`config.mk`:
```
export PLATFORM = sky130hd
export DESIGN_NAME = seven_segment_mode_formatter_scan
export DESIGN_NICKNAME = d
export VERILOG_FILES = /design/src/ssmf_pkg.sv /design/src/ssmf_prep.sv /design/src/ssmf_fmt.sv /design/src/seven_segment_mode_formatter_scan.sv
export SDC_FILE = /design/constraint.sdc
export NUM_CORES = 2
export LEC_CHECK = 0
export BUFFER_PORTS_ARGS = -buffer_cell sky130_fd_sc_hd__buf_2
export CORE_MARGIN = 2
export CORE_UTILIZATION = 45
export CTS_BUF_LIST = sky130_fd_sc_hd__clkbuf_16
export CTS_CLUSTER_SIZE = 24
export DETAILED_ROUTE_END_ITERATION = 10
export GPL_TIMING_DRIVEN = 0
export PLACE_DENSITY = 0.7
export SLEW_MARGIN = 20
export SYNTH_ARGS = -nofsm -noshare
export SYNTH_HDL_FRONTEND = slang
export SYNTH_SLANG_ARGS = --single-unit
export TNS_END_PERCENT = 10
```
`constraint.sdc`:
```
create_clock -name clk -period 9.2 [get_ports clk]
set_input_delay 1.84 -clock clk [delete_from_list [all_inputs] [get_ports clk]]
set_output_delay 1.84 -clock clk [all_outputs]
set_load 0.005 [all_outputs]
```
`src/ssmf_pkg.sv`:
```
package ssmf_pkg;

  localparam logic [2:0] MODE_UNIT    = 3'd0;
  localparam logic [2:0] MODE_TIRE    = 3'd1;
  localparam logic [2:0] MODE_SPEED   = 3'd2;
  localparam logic [2:0] MODE_DIST    = 3'd3;
  localparam logic [2:0] MODE_ELAPSED = 3'd4;

  localparam logic [7:0] SEG_BLANK = 8'h00;
  localparam logic [7:0] SEG_DP    = 8'h80;
  localparam logic [7:0] ANODE_ALL = 8'h0F;

  // Values formatted at capture; every quotient here is one constant
  // multiplication away from the raw field.
  typedef struct packed {
    logic [2:0]  mode;
    logic        unit;
    logic        spd_small;
    logic [3:0]  spd_hi;
    logic [6:0]  spd_q10;
    logic [3:0]  spd_r10;
    logic        avg_small;
    logic [3:0]  avg_hi;
    logic [6:0]  avg_q10;
    logic [3:0]  avg_r10;
    logic [3:0]  tire_h;
    logic [6:0]  tire_q10;
    logic [3:0]  tire_r10;
    logic        dist_small;
    logic [4:0]  dist_h;
    logic [7:0]  dist_q100;
    logic [10:0] dist_q10;
    logic [3:0]  dist_r10;
    logic [10:0] minutes;
    logic [5:0]  seconds;
  } prep_t;

  // x / 10, exact for all 16-bit x.
  function automatic logic [15:0] div10(input logic [15:0] x);
    logic [32:0] p;
    p = {17'd0, x} * 33'd52429;
    return 16'(p >> 19);
  endfunction

  function automatic logic [3:0] mod10(input logic [15:0] x);
    logic [15:0] q;
    q = div10(x);
    return 4'(x - 16'(q * 16'd10));
  endfunction

  // x / 100, exact for all 16-bit x.
  function automatic logic [15:0] div100(input logic [15:0] x);
    logic [32:0] p;
    p = {17'd0, x} * 33'd83887;
    return 16'(p >> 23);
  endfunction

  // x / 1000, exact for all 14-bit x.
  function automatic logic [4:0] div1000(input logic [13:0] x);
    logic [29:0] p;
    p = {16'd0, x} * 30'd16778;
    return 5'(p >> 24);
  endfunction

  // x / 60, exact for all 16-bit x.
  function automatic logic [10:0] div60(input logic [15:0] x);
    logic [32:0] p;
    p = {17'd0, x} * 33'd34953;
    return 11'(p >> 21);
  endfunction

  function automatic logic [7:0] seg_of(input logic [7:0] d);
    logic [7:0] s;
    case (d)
      8'd0:    s = 8'b00111111;
      8'd1:    s = 8'b00000110;
      8'd2:    s = 8'b01011011;
      8'd3:    s = 8'b01001111;
      8'd4:    s = 8'b01100110;
      8'd5:    s = 8'b01101101;
      8'd6:    s = 8'b01111101;
      8'd7:    s = 8'b00000111;
      8'd8:    s = 8'b01111111;
      8'd9:    s = 8'b01101111;
      default: s = SEG_BLANK;
    endcase
    return s;
  endfunction

endpackage

```
`src/ssmf_prep.sv`:
```
module ssmf_prep (
  input  logic [2:0]     display_mode,
  input  logic [9:0]     speed_tenths,
  input  logic [9:0]     avg_speed_tenths,
  input  logic [13:0]    distance_tenths,
  input  logic [15:0]    elapsed_seconds,
  input  logic [9:0]     tire_size,
  input  logic           speed_unit,
  output ssmf_pkg::prep_t prep
);

  logic [15:0] secs_m60;

  always_comb begin
    prep.mode = display_mode;
    prep.unit = speed_unit;

    prep.spd_small = (speed_tenths != 10'd0) && (speed_tenths < 10'd10);
    prep.spd_hi    = 4'(ssmf_pkg::div100(16'(speed_tenths)));
    prep.spd_q10   = 7'(ssmf_pkg::div10(16'(speed_tenths)));
    prep.spd_r10   = ssmf_pkg::mod10(16'(speed_tenths));

    prep.avg_small = (avg_speed_tenths != 10'd0) && (avg_speed_tenths < 10'd10);
    prep.avg_hi    = 4'(ssmf_pkg::div100(16'(avg_speed_tenths)));
    prep.avg_q10   = 7'(ssmf_pkg::div10(16'(avg_speed_tenths)));
    prep.avg_r10   = ssmf_pkg::mod10(16'(avg_speed_tenths));

    prep.tire_h    = 4'(ssmf_pkg::div100(16'(tire_size)));
    prep.tire_q10  = 7'(ssmf_pkg::div10(16'(tire_size)));
    prep.tire_r10  = ssmf_pkg::mod10(16'(tire_size));

    prep.dist_small = (distance_tenths != 14'd0) && (distance_tenths < 14'd10);
    prep.dist_h     = ssmf_pkg::div1000(distance_tenths);
    prep.dist_q100  = 8'(ssmf_pkg::div100(16'(distance_tenths)));
    prep.dist_q10   = 11'(ssmf_pkg::div10(16'(distance_tenths)));
    prep.dist_r10   = ssmf_pkg::mod10(16'(distance_tenths));

    prep.minutes = ssmf_pkg::div60(elapsed_seconds);
    secs_m60     = 16'(prep.minutes * 16'd60);
    prep.seconds = 6'(elapsed_seconds - secs_m60);
  end

endmodule

```
`src/ssmf_fmt.sv`:
```
module ssmf_fmt (
  input  ssmf_pkg::prep_t  prep,
  input  logic [3:0][7:0]  cur,
  output logic [3:0][7:0]  pat
);

  logic [3:0] spd_lo;
  logic [3:0] avg_lo;
  logic [3:0] tire_t;
  logic [3:0] dist_t;
  logic [3:0] dist_o;
  logic [7:0] min_hi;
  logic [3:0] min_lo;
  logic [7:0] sec_hi;
  logic [3:0] sec_lo;

  always_comb begin
    spd_lo = ssmf_pkg::mod10(16'(prep.spd_q10));
    avg_lo = ssmf_pkg::mod10(16'(prep.avg_q10));
    tire_t = ssmf_pkg::mod10(16'(prep.tire_q10));
    dist_t = ssmf_pkg::mod10(16'(prep.dist_q100));
    dist_o = ssmf_pkg::mod10(16'(prep.dist_q10));
    min_hi = 8'(ssmf_pkg::div10(16'(prep.minutes)));
    min_lo = ssmf_pkg::mod10(16'(prep.minutes));
    sec_hi = 8'(ssmf_pkg::div10(16'(prep.seconds)));
    sec_lo = ssmf_pkg::mod10(16'(prep.seconds));

    pat = cur;
    case (prep.mode)
      ssmf_pkg::MODE_UNIT: begin
        pat[0] = ssmf_pkg::SEG_BLANK;
        pat[1] = ssmf_pkg::SEG_BLANK;
        pat[2] = ssmf_pkg::SEG_BLANK;
        pat[3] = ssmf_pkg::seg_of(8'(prep.unit) + 8'd1);
      end
      ssmf_pkg::MODE_TIRE: begin
        pat[0] = ssmf_pkg::SEG_BLANK;
        pat[1] = (prep.tire_h != 4'd0) ? ssmf_pkg::seg_of(8'(prep.tire_h))
                                       : ssmf_pkg::SEG_BLANK;
        pat[2] = ssmf_pkg::seg_of(8'(tire_t));
        pat[3] = ssmf_pkg::seg_of(8'(prep.tire_r10));
      end
      ssmf_pkg::MODE_SPEED: begin
        // A nonzero value below one whole unit reads as "0." followed by tenths.
        if (prep.spd_small) begin
          pat[0] = ssmf_pkg::seg_of(8'd0) | ssmf_pkg::SEG_DP;
          pat[1] = ssmf_pkg::seg_of(8'(prep.spd_r10));
        end else begin
          pat[0] = ssmf_pkg::seg_of(8'(prep.spd_hi));
          pat[1] = ssmf_pkg::seg_of(8'(spd_lo));
        end
        if (prep.avg_small) begin
          pat[2] = ssmf_pkg::seg_of(8'd0) | ssmf_pkg::SEG_DP;
          pat[3] = ssmf_pkg::seg_of(8'(prep.avg_r10));
        end else begin
          pat[2] = ssmf_pkg::seg_of(8'(prep.avg_hi));
          pat[3] = ssmf_pkg::seg_of(8'(avg_lo));
        end
      end
      ssmf_pkg::MODE_DIST: begin
        if (prep.dist_small) begin
          pat[0] = ssmf_pkg::SEG_BLANK;
          pat[1] = ssmf_pkg::SEG_BLANK;
          pat[2] = ssmf_pkg::seg_of(8'd0) | ssmf_pkg::SEG_DP;
          pat[3] = ssmf_pkg::seg_of(8'(prep.dist_r10));
        end else begin
          pat[0] = (prep.dist_h != 5'd0) ? ssmf_pkg::seg_of(8'(prep.dist_h))
                                         : ssmf_pkg::SEG_BLANK;
          pat[1] = ssmf_pkg::seg_of(8'(dist_t));
          pat[2] = ssmf_pkg::seg_of(8'(dist_o)) | ssmf_pkg::SEG_DP;
          pat[3] = ssmf_pkg::seg_of(8'(prep.dist_r10));
        end
      end
      ssmf_pkg::MODE_ELAPSED: begin
        pat[0] = ssmf_pkg::seg_of(min_hi);
        pat[1] = ssmf_pkg::seg_of(8'(min_lo));
        pat[2] = ssmf_pkg::seg_of(sec_hi);
        pat[3] = ssmf_pkg::seg_of(8'(sec_lo));
      end
      default: begin
        pat = cur;
      end
    endcase
  end

endmodule

```
`src/seven_segment_mode_formatter_scan.sv`:
```
// An accepted request is registered in the capture stage, then its digit in the output register.
// Throughput: one request per cycle while the output is not stalled; each request is one scan tick driving one digit.
// The digit splits are done at capture and in the formatter, each quotient by one constant multiply.
// Reset clears the scan position to the rightmost digit and all four patterns to blank,
// and empties both pipeline registers.
module seven_segment_mode_formatter_scan (
  input  logic        clk,
  input  logic        rst,
  input  logic        in_valid,
  output logic        in_ready,
  input  logic [2:0]  display_mode,
  input  logic [9:0]  speed_tenths,
  input  logic [9:0]  avg_speed_tenths,
  input  logic [13:0] distance_tenths,
  input  logic [15:0] elapsed_seconds,
  input  logic [9:0]  tire_size,
  input  logic        speed_unit,
  input  logic [7:0]  port_a_in,
  output logic        out_valid,
  input  logic        out_ready,
  output logic [7:0]  port_a_out,
  output logic [7:0]  port_b_out,
  output logic [1:0]  digit_position
);

  ssmf_pkg::prep_t prep_in;
  ssmf_pkg::prep_t prep_reg;
  logic [7:0]      pa_reg;
  logic            stage_valid;

  logic [1:0]      scan_position;
  logic [3:0][7:0] digit_patterns;
  logic [3:0][7:0] digit_patterns_next;
  logic [3:0][7:0] fresh;
  logic [7:0]      pat;
  logic            advance;

  ssmf_prep u_prep (
    .display_mode     (display_mode),
    .speed_tenths     (speed_tenths),
    .avg_speed_tenths (avg_speed_tenths),
    .distance_tenths  (distance_tenths),
    .elapsed_seconds  (elapsed_seconds),
    .tire_size        (tire_size),
    .speed_unit       (speed_unit),
    .prep             (prep_in)
  );

  ssmf_fmt u_fmt (
    .prep (prep_reg),
    .cur  (digit_patterns),
    .pat  (fresh)
  );

  assign advance  = stage_valid && (!out_valid || out_ready);
  assign in_ready = !stage_valid || advance;

  // Patterns are reformatted only on the tick that drives position zero.
  assign digit_patterns_next = (scan_position == 2'd0) ? fresh : digit_patterns;
  assign pat                 = digit_patterns_next[~scan_position];

  always_ff @(posedge clk) begin
    if (rst) begin
      stage_valid <= 1'b0;
    end else if (in_ready) begin
      stage_valid <= in_valid;
    end
  end

  always_ff @(posedge clk) begin
    if (in_valid && in_ready) begin
      prep_reg <= prep_in;
      pa_reg   <= port_a_in;
    end
  end

  always_ff @(posedge clk) begin
    if (rst) begin
      scan_position  <= 2'd0;
      digit_patterns <= '0;
    end else if (advance) begin
      scan_position  <= scan_position + 2'd1;
      digit_patterns <= digit_patterns_next;
    end
  end

  always_ff @(posedge clk) begin
    if (rst) begin
      out_valid <= 1'b0;
    end else if (advance) begin
      out_valid <= 1'b1;
    end else if (out_ready) begin
      out_valid <= 1'b0;
    end
  end

  always_ff @(posedge clk) begin
    if (advance) begin
      port_a_out     <= (pa_reg | ssmf_pkg::ANODE_ALL) & ~(8'h01 << scan_position);
      port_b_out     <= ~pat;
      digit_position <= scan_position;
    end
  end

endmodule
```
**Word-level counts from Yosys, hierarchy flattened**

Memories as Yosys holds them, arrays and structs flattened. A register that Yosys moved wholly into a read port is not among the register bits.
Cells that the tools add are included.

- Register bits: 159
- Bits in latches: 0
- RAM bits: 0
- Bits in read-only memories: 2128
- Bits of input ports: 76
- Output and inout port bits: 20
- Logic and storage cells: 148
- Memories: 19

- $add $sub $neg: 14
- Multipliers: 29
- Div/mod/pow operators: 0
- $lt $le $gt $ge: 4
- Equality and inequality tests: 4
- Shifts and indexed selects: 1
- Mux-type cells: 23
- Bitwise logic cells: 4
- Reduce and logical (&&, ||, !) cells: 19

Memory list:

| memory | words | width | rd ports | clocked after memory_dff | write ports | line | text |
|---|---|---|---|---|---|---|---|
| (name not given) | 16 | 7 | 1 | 0 | 0 | ssmf_pkg.sv:74 | `case (d)` |
| (name not given) | 16 | 7 | 1 | 1 | 0 | ssmf_pkg.sv:74 |  |
| (name not given) | 16 | 7 | 1 | 0 | 0 | ssmf_pkg.sv:74 |  |
| (name not given) | 16 | 7 | 1 | 1 | 0 | ssmf_pkg.sv:74 |  |
| (name not given) | 16 | 7 | 1 | 1 | 0 | ssmf_pkg.sv:74 |  |
| (name not given) | 16 | 7 | 1 | 1 | 0 | ssmf_pkg.sv:74 |  |
| 13 more memories | -- | -- | -- | -- | -- | -- |  |

Operators with widths:

| operator | count |
|---|---|
| 32-bit case mux with 5 select lines | 1 |
| 10-bit by 17-bit multiplier with 27-bit output (second input constant) | 3 |
| 10-bit by 16-bit multiplier with 26-bit output (second input constant) | 3 |
| 7-bit by 16-bit multiplier with 23-bit output (second input constant) | 3 |
| 32-bit two-way mux | 2 |
| 11-bit by 16-bit multiplier with 27-bit output (second input constant) | 2 |
| 8-bit two-way mux | 6 |
| 4-bit subtractor | 11 |
| 4-bit two-way mux | 9 |
| 16-bit by 16-bit multiplier with 32-bit output (second input constant) | 1 |
| 16-bit two-way mux | 2 |
| 14-bit by 17-bit multiplier with 31-bit output (second input constant) | 1 |
| 14-bit by 16-bit multiplier with 30-bit output (second input constant) | 1 |
| 14-bit by 14-bit multiplier with 28-bit output (second input constant) | 1 |
| 8-bit by 16-bit multiplier with 24-bit output (second input constant) | 1 |
| 6-bit by 16-bit multiplier with 22-bit output (second input constant) | 1 |
| 7-bit by 3-bit multiplier with 3-bit output (second input constant) | 3 |
| 10-bit by 4-bit less-than comparator with 1-bit output (second input constant) | 2 |
| 10-bit nonzero test | 2 |
| 8-bit binary-select mux with 2-bit select | 1 |
| 8-bit by 3-bit multiplier with 3-bit output (second input constant) | 2 |
| 8-bit NOT | 2 |
| 14-bit by 4-bit less-than comparator with 1-bit output (second input constant) | 1 |
| 14-bit nonzero test | 1 |
| other kinds (26) | 36 |

**Logic depth before layout (Yosys ltp)**

An unclocked memory read counts as a cell.

- Depth after elaboration: 10
- Gate-level depth with buffers: 28
- Depth with buffers taken out: 28

**By module**

Synthesis repeated with hierarchy kept, for this count alone.

- Cell total of the unflattened synthesis: 4564
- Area, all modules: 44652.8 um^2

Modules (own cells, without submodules):

| module | times used | cells each | area an instance (um^2) | seq. area each (um^2) |
|---|---|---|---|---|
| ssmf_prep | 1 | 2573 | 25225.4 | 0.0 |
| ssmf_fmt | 1 | 1661 | 13804.5 | 0.0 |
| seven_segment_mode_formatter_scan | 1 | 330 | 5622.9 | 4294.1 |

**Worst setup path before layout**

OpenSTA, ideal clock, no wires.

- Kind: input-to-reg
- Start: input port distance_tenths[12]
- End: register with a tool-made name
- Setup time: 0.072 ns
- Arrival time: 7.856 ns
- Required time: 9.128 ns
- Slack: 1.272 ns
- Stages: 21
- Buffers on the path: 1
- Path through: inv_1 ha_1 fa_1 fa_1 fa_1 fa_1 fa_1 ha_1 o21a_1 o21a_1 o221a_2 o21ai_0 xnor2_1 ha_1 fa_1 xnor2_1 xnor2_1 xnor2_1 mux2i_1 clkbuf_1 mux2i_1

RTL lines:

| what | line | text |
|---|---|---|
| start: declaration | seven_segment_mode_formatter_scan.sv:14 | `input logic [13:0] distance_tenths,` |

==> results.yml <==
sta:
  setup_viol: 0
  hold_viol: 0
  drv_slew: 0
  fin_tns_setup_ns: 0
  relSlewSlack: 0.315
  finalWorstPathRequiredPeriod_ns: 8.78
  max_slew.worst_pin.slew_ns: 1.03
  grt_setup_unrepaired: "false"
  finalCritPeriodShare: 0.954
  skew_ns: 0.0432
  max_clock_freq_ghz: 0.114
global_route:
  grt_pass1_vias: 34000
  grt_first_pass_wirelength_um: 172000
  gr-total-overflow: 0
  grt_max_degree: 53
  track_usage: 0.198
  grt_antenna_before_repair: 5
clocking:
  cts.clk_slew.worst_paths_ns: 0.06
  cts_inserted_buffers: 28
  postCtsSetupBuffers: 0
  cts.sinks: 211
  clk_latency_ns: 0.61
  clock_path_buffers: 3
  htree_levels: 1
  cts_resized: 0
  cts_tree: "yes"
  cts-root-buf: "clkbuf_16"
  cts_hold_buffers: 0
floorplan:
  start_util: 0.454
  die_h_um: 325
  die_area_um2: 105000
  num_rows: 117
  fp.coreArea_um2: 102000
  die_w_um: 325
  num_io_pins: 96
drt:
  wirelength_um: 101000
  vias: 32700
  viasPerCell: 5.28
  dr_wl_met2_um: 48300
  drtAntennaViolNets: 0
  wl_met1_um: 45900
  first_iter_violations: 1672
  detail_route.wl_per_cell_um: 16.3
  wl_met3_um: 5030
  top_layer: "met5"
  drc_errors: 0
  firstDrtPassIters: 6
synthesis:
  synth-simple-area-share: 0.0765
  netlist_area_um2: 46300
  synthDistinctLibCells: 95
  synth_top_area_cell: "ha_1"
  ys_warn_count: 0
  syn-num-nets: 6557
  syn_inst: 4682
  synth_seq_area_share: 0.117
  yosys_register_bits: 211
  synth_top_area_share: 0.336
  syn_avg_cell_area_um2: 9.88
  ys.flop_type: "edfxtp_1"
  synthMuxAreaShare: 0.0129
  synth_area_leaders: "ha_1, fa_1, inv_1, edfxtp_1, dfxtp_1"
  synth_top_family_by_area: "adder cells"
  synth_compound_gate_area_share: 0.101
  yosys.area_share.adder: 0.577
  synth_edf_count: 119
  ys_async_sr_fraction: 0
  synth_xor_area_frac: 0.0263
setup_path:
  end_kind: "register"
  cp_cell_sequence: "buf_2 -> inv_1 -> ha_1 -> fa_1 -> fa_1 -> fa_1 -> fa_1 -> fa_1 -> ha_1 -> o21a_1 -> o21a_1 -> o221a_2 -> o21ai_0 -> xnor2_1 -> ha_1 -> fa_1 -> xnor2_1 -> xnor2_1 -> xnor2_1 -> mux2i_1 -> clkbuf_1 -> o21ai_0 -> o21ai_0"
  cp_max_fo: 13
  rrSetupSlack_ns: 0.97
  slowest_delay_ns: 0.69
  arrival_ns: 9.23
  cp-start-kind: "input pin"
  crit_slowest_cell: "fa_1"
  cp_data_required_time_ns: 9.65
  critPathKind: "in2reg"
  crit_top_cell: "fa_1"
min_path:
  holdCritPathClass: "reg2reg"
outcome:
  status: "finished clean"
placement:
  dp_hpwl_um: 88300
  routabilityCongestion: 0.932
  io_buffers: 90
  place_inst: 6142
run:
  cap_viol_max_count: 0
final_layout:
  areaGrowthSynthToFinish_pct: 6.79
  nNetsFinal: 6679
  final_layout_size_suffix_gt1_frac: 0.0452
  instances_no_fill: 6194
  diodes: 0
[routing by layer]
metal	vias up	track usage
li1	16100	-
met1	15900	0.267
met2	612	0.339
met3	130	0.0283
met4	6	0.0371
met5	-	0
[cell type report]
class | count | area, um2
buffer | 46 | 178
clock inverter | 24 | 226
multi-input combinational | 3371 | 36700
fill | 9453 | 52500
clock buffer | 28 | 701
timing repair buffer | 92 | 498
sequential | 211 | 5420
inverter | 1054 | 3960
tap | 1368 | 1710
[critical path: cells and delay by family]
| kind | cells | cell delay, ns |
|---|---|---|
| adders and majority gates | 9 | 4.07 |
| muxes | 1 | 0.20 |
| AOI/OAI and AO/OA | 6 | 1.18 |
| xor gates and xnor gates | 4 | 1.03 |
| buffers and inverters | 3 | 0.88 |
[placed cells by master (no fill, tap or decap), types with 22 or more instances in the layout]
master,count
nor4_1,24
a21o_1,77
o21a_1,30
nand2b_1,25
clkbuf_1,39
nand3_1,53
nand4_1,37
nor3_1,61
or2_2,24
buf_2,91
o211ai_1,25
o31ai_1,27
ha_1,1243
inv_1,1053
mux2i_1,37
dfxtp_1,92
xnor2_1,92
nor2b_1,23
clkbuf_16,28
nor2_1,183
nand2_1,168
a211oi_1,39
a21oi_1,141
fa_1,556
o21ai_0,125
xor2_1,32
and2_1,22
edfxtp_1,119
[cell usage after synthesis (18+ instances only)]
cell type	count
mux2i_1	37
ha_1	1243
and2_1	22
dfxtp_1	92
nor2b_1	23
xnor2_1	92
nor4_1	24
or3_1	20
a21o_1	77
xor2_1	32
nand2b_1	25
or2_2	24
nand2_1	168
clkbuf_1	40
a31oi_1	18
a211oi_1	39
nor3_1	61
nand3_1	53
inv_1	1052
a21oi_1	141
o21a_1	30
edfxtp_1	119
nor2_1	183
o211ai_1	25
o21ai_0	125
o31ai_1	27
nand4_1	37
fa_1	556
[stage by stage]
step                worst slack (ns)  cell area (um2)  hold slack, ns  utilization
global placement               -1.88            48400           0.406        0.475
CTS                            0.333            49400           0.426        0.485
global route                  0.0336            49400           0.441        0.485
floorplan                       1.27            46300           0.400            -
finish                         0.422            49400           0.423        0.485
detailed placement            -0.276            48500           0.417        0.476
[worst paths after layout]
path	depth (start not counted)	start	to
worst max-delay path	23	distance_tenths[12]	register
worst min-delay path	0	pa_reg[5]$_DFFE_PP_	port_a_out[5]$_DFFE_PP_
worst max register to register	26	prep_reg[24]$_DFFE_PP_	register
worst min register to register	0	pa_reg[5]$_DFFE_PP_	port_a_out[5]$_DFFE_PP_
[kinds of logic (layout without fill, tap and decap cells)]
| logic type | after synthesis | count (layout) |
|---|---|---|
| AOI/OAI and AO/OA | 677 | 677 |
| xor gates and xnor gates | 130 | 130 |
| adders and majority gates | 1799 | 1799 |
| buffers and inverters | 1100 | 1244 |
| DFF | 211 | 211 |
| muxes | 55 | 55 |
| and+or+nand+nor | 710 | 710 |
Power is not shown: default switching activity piles up to over one toggle a cycle in this logic, so the estimate is an artifact.
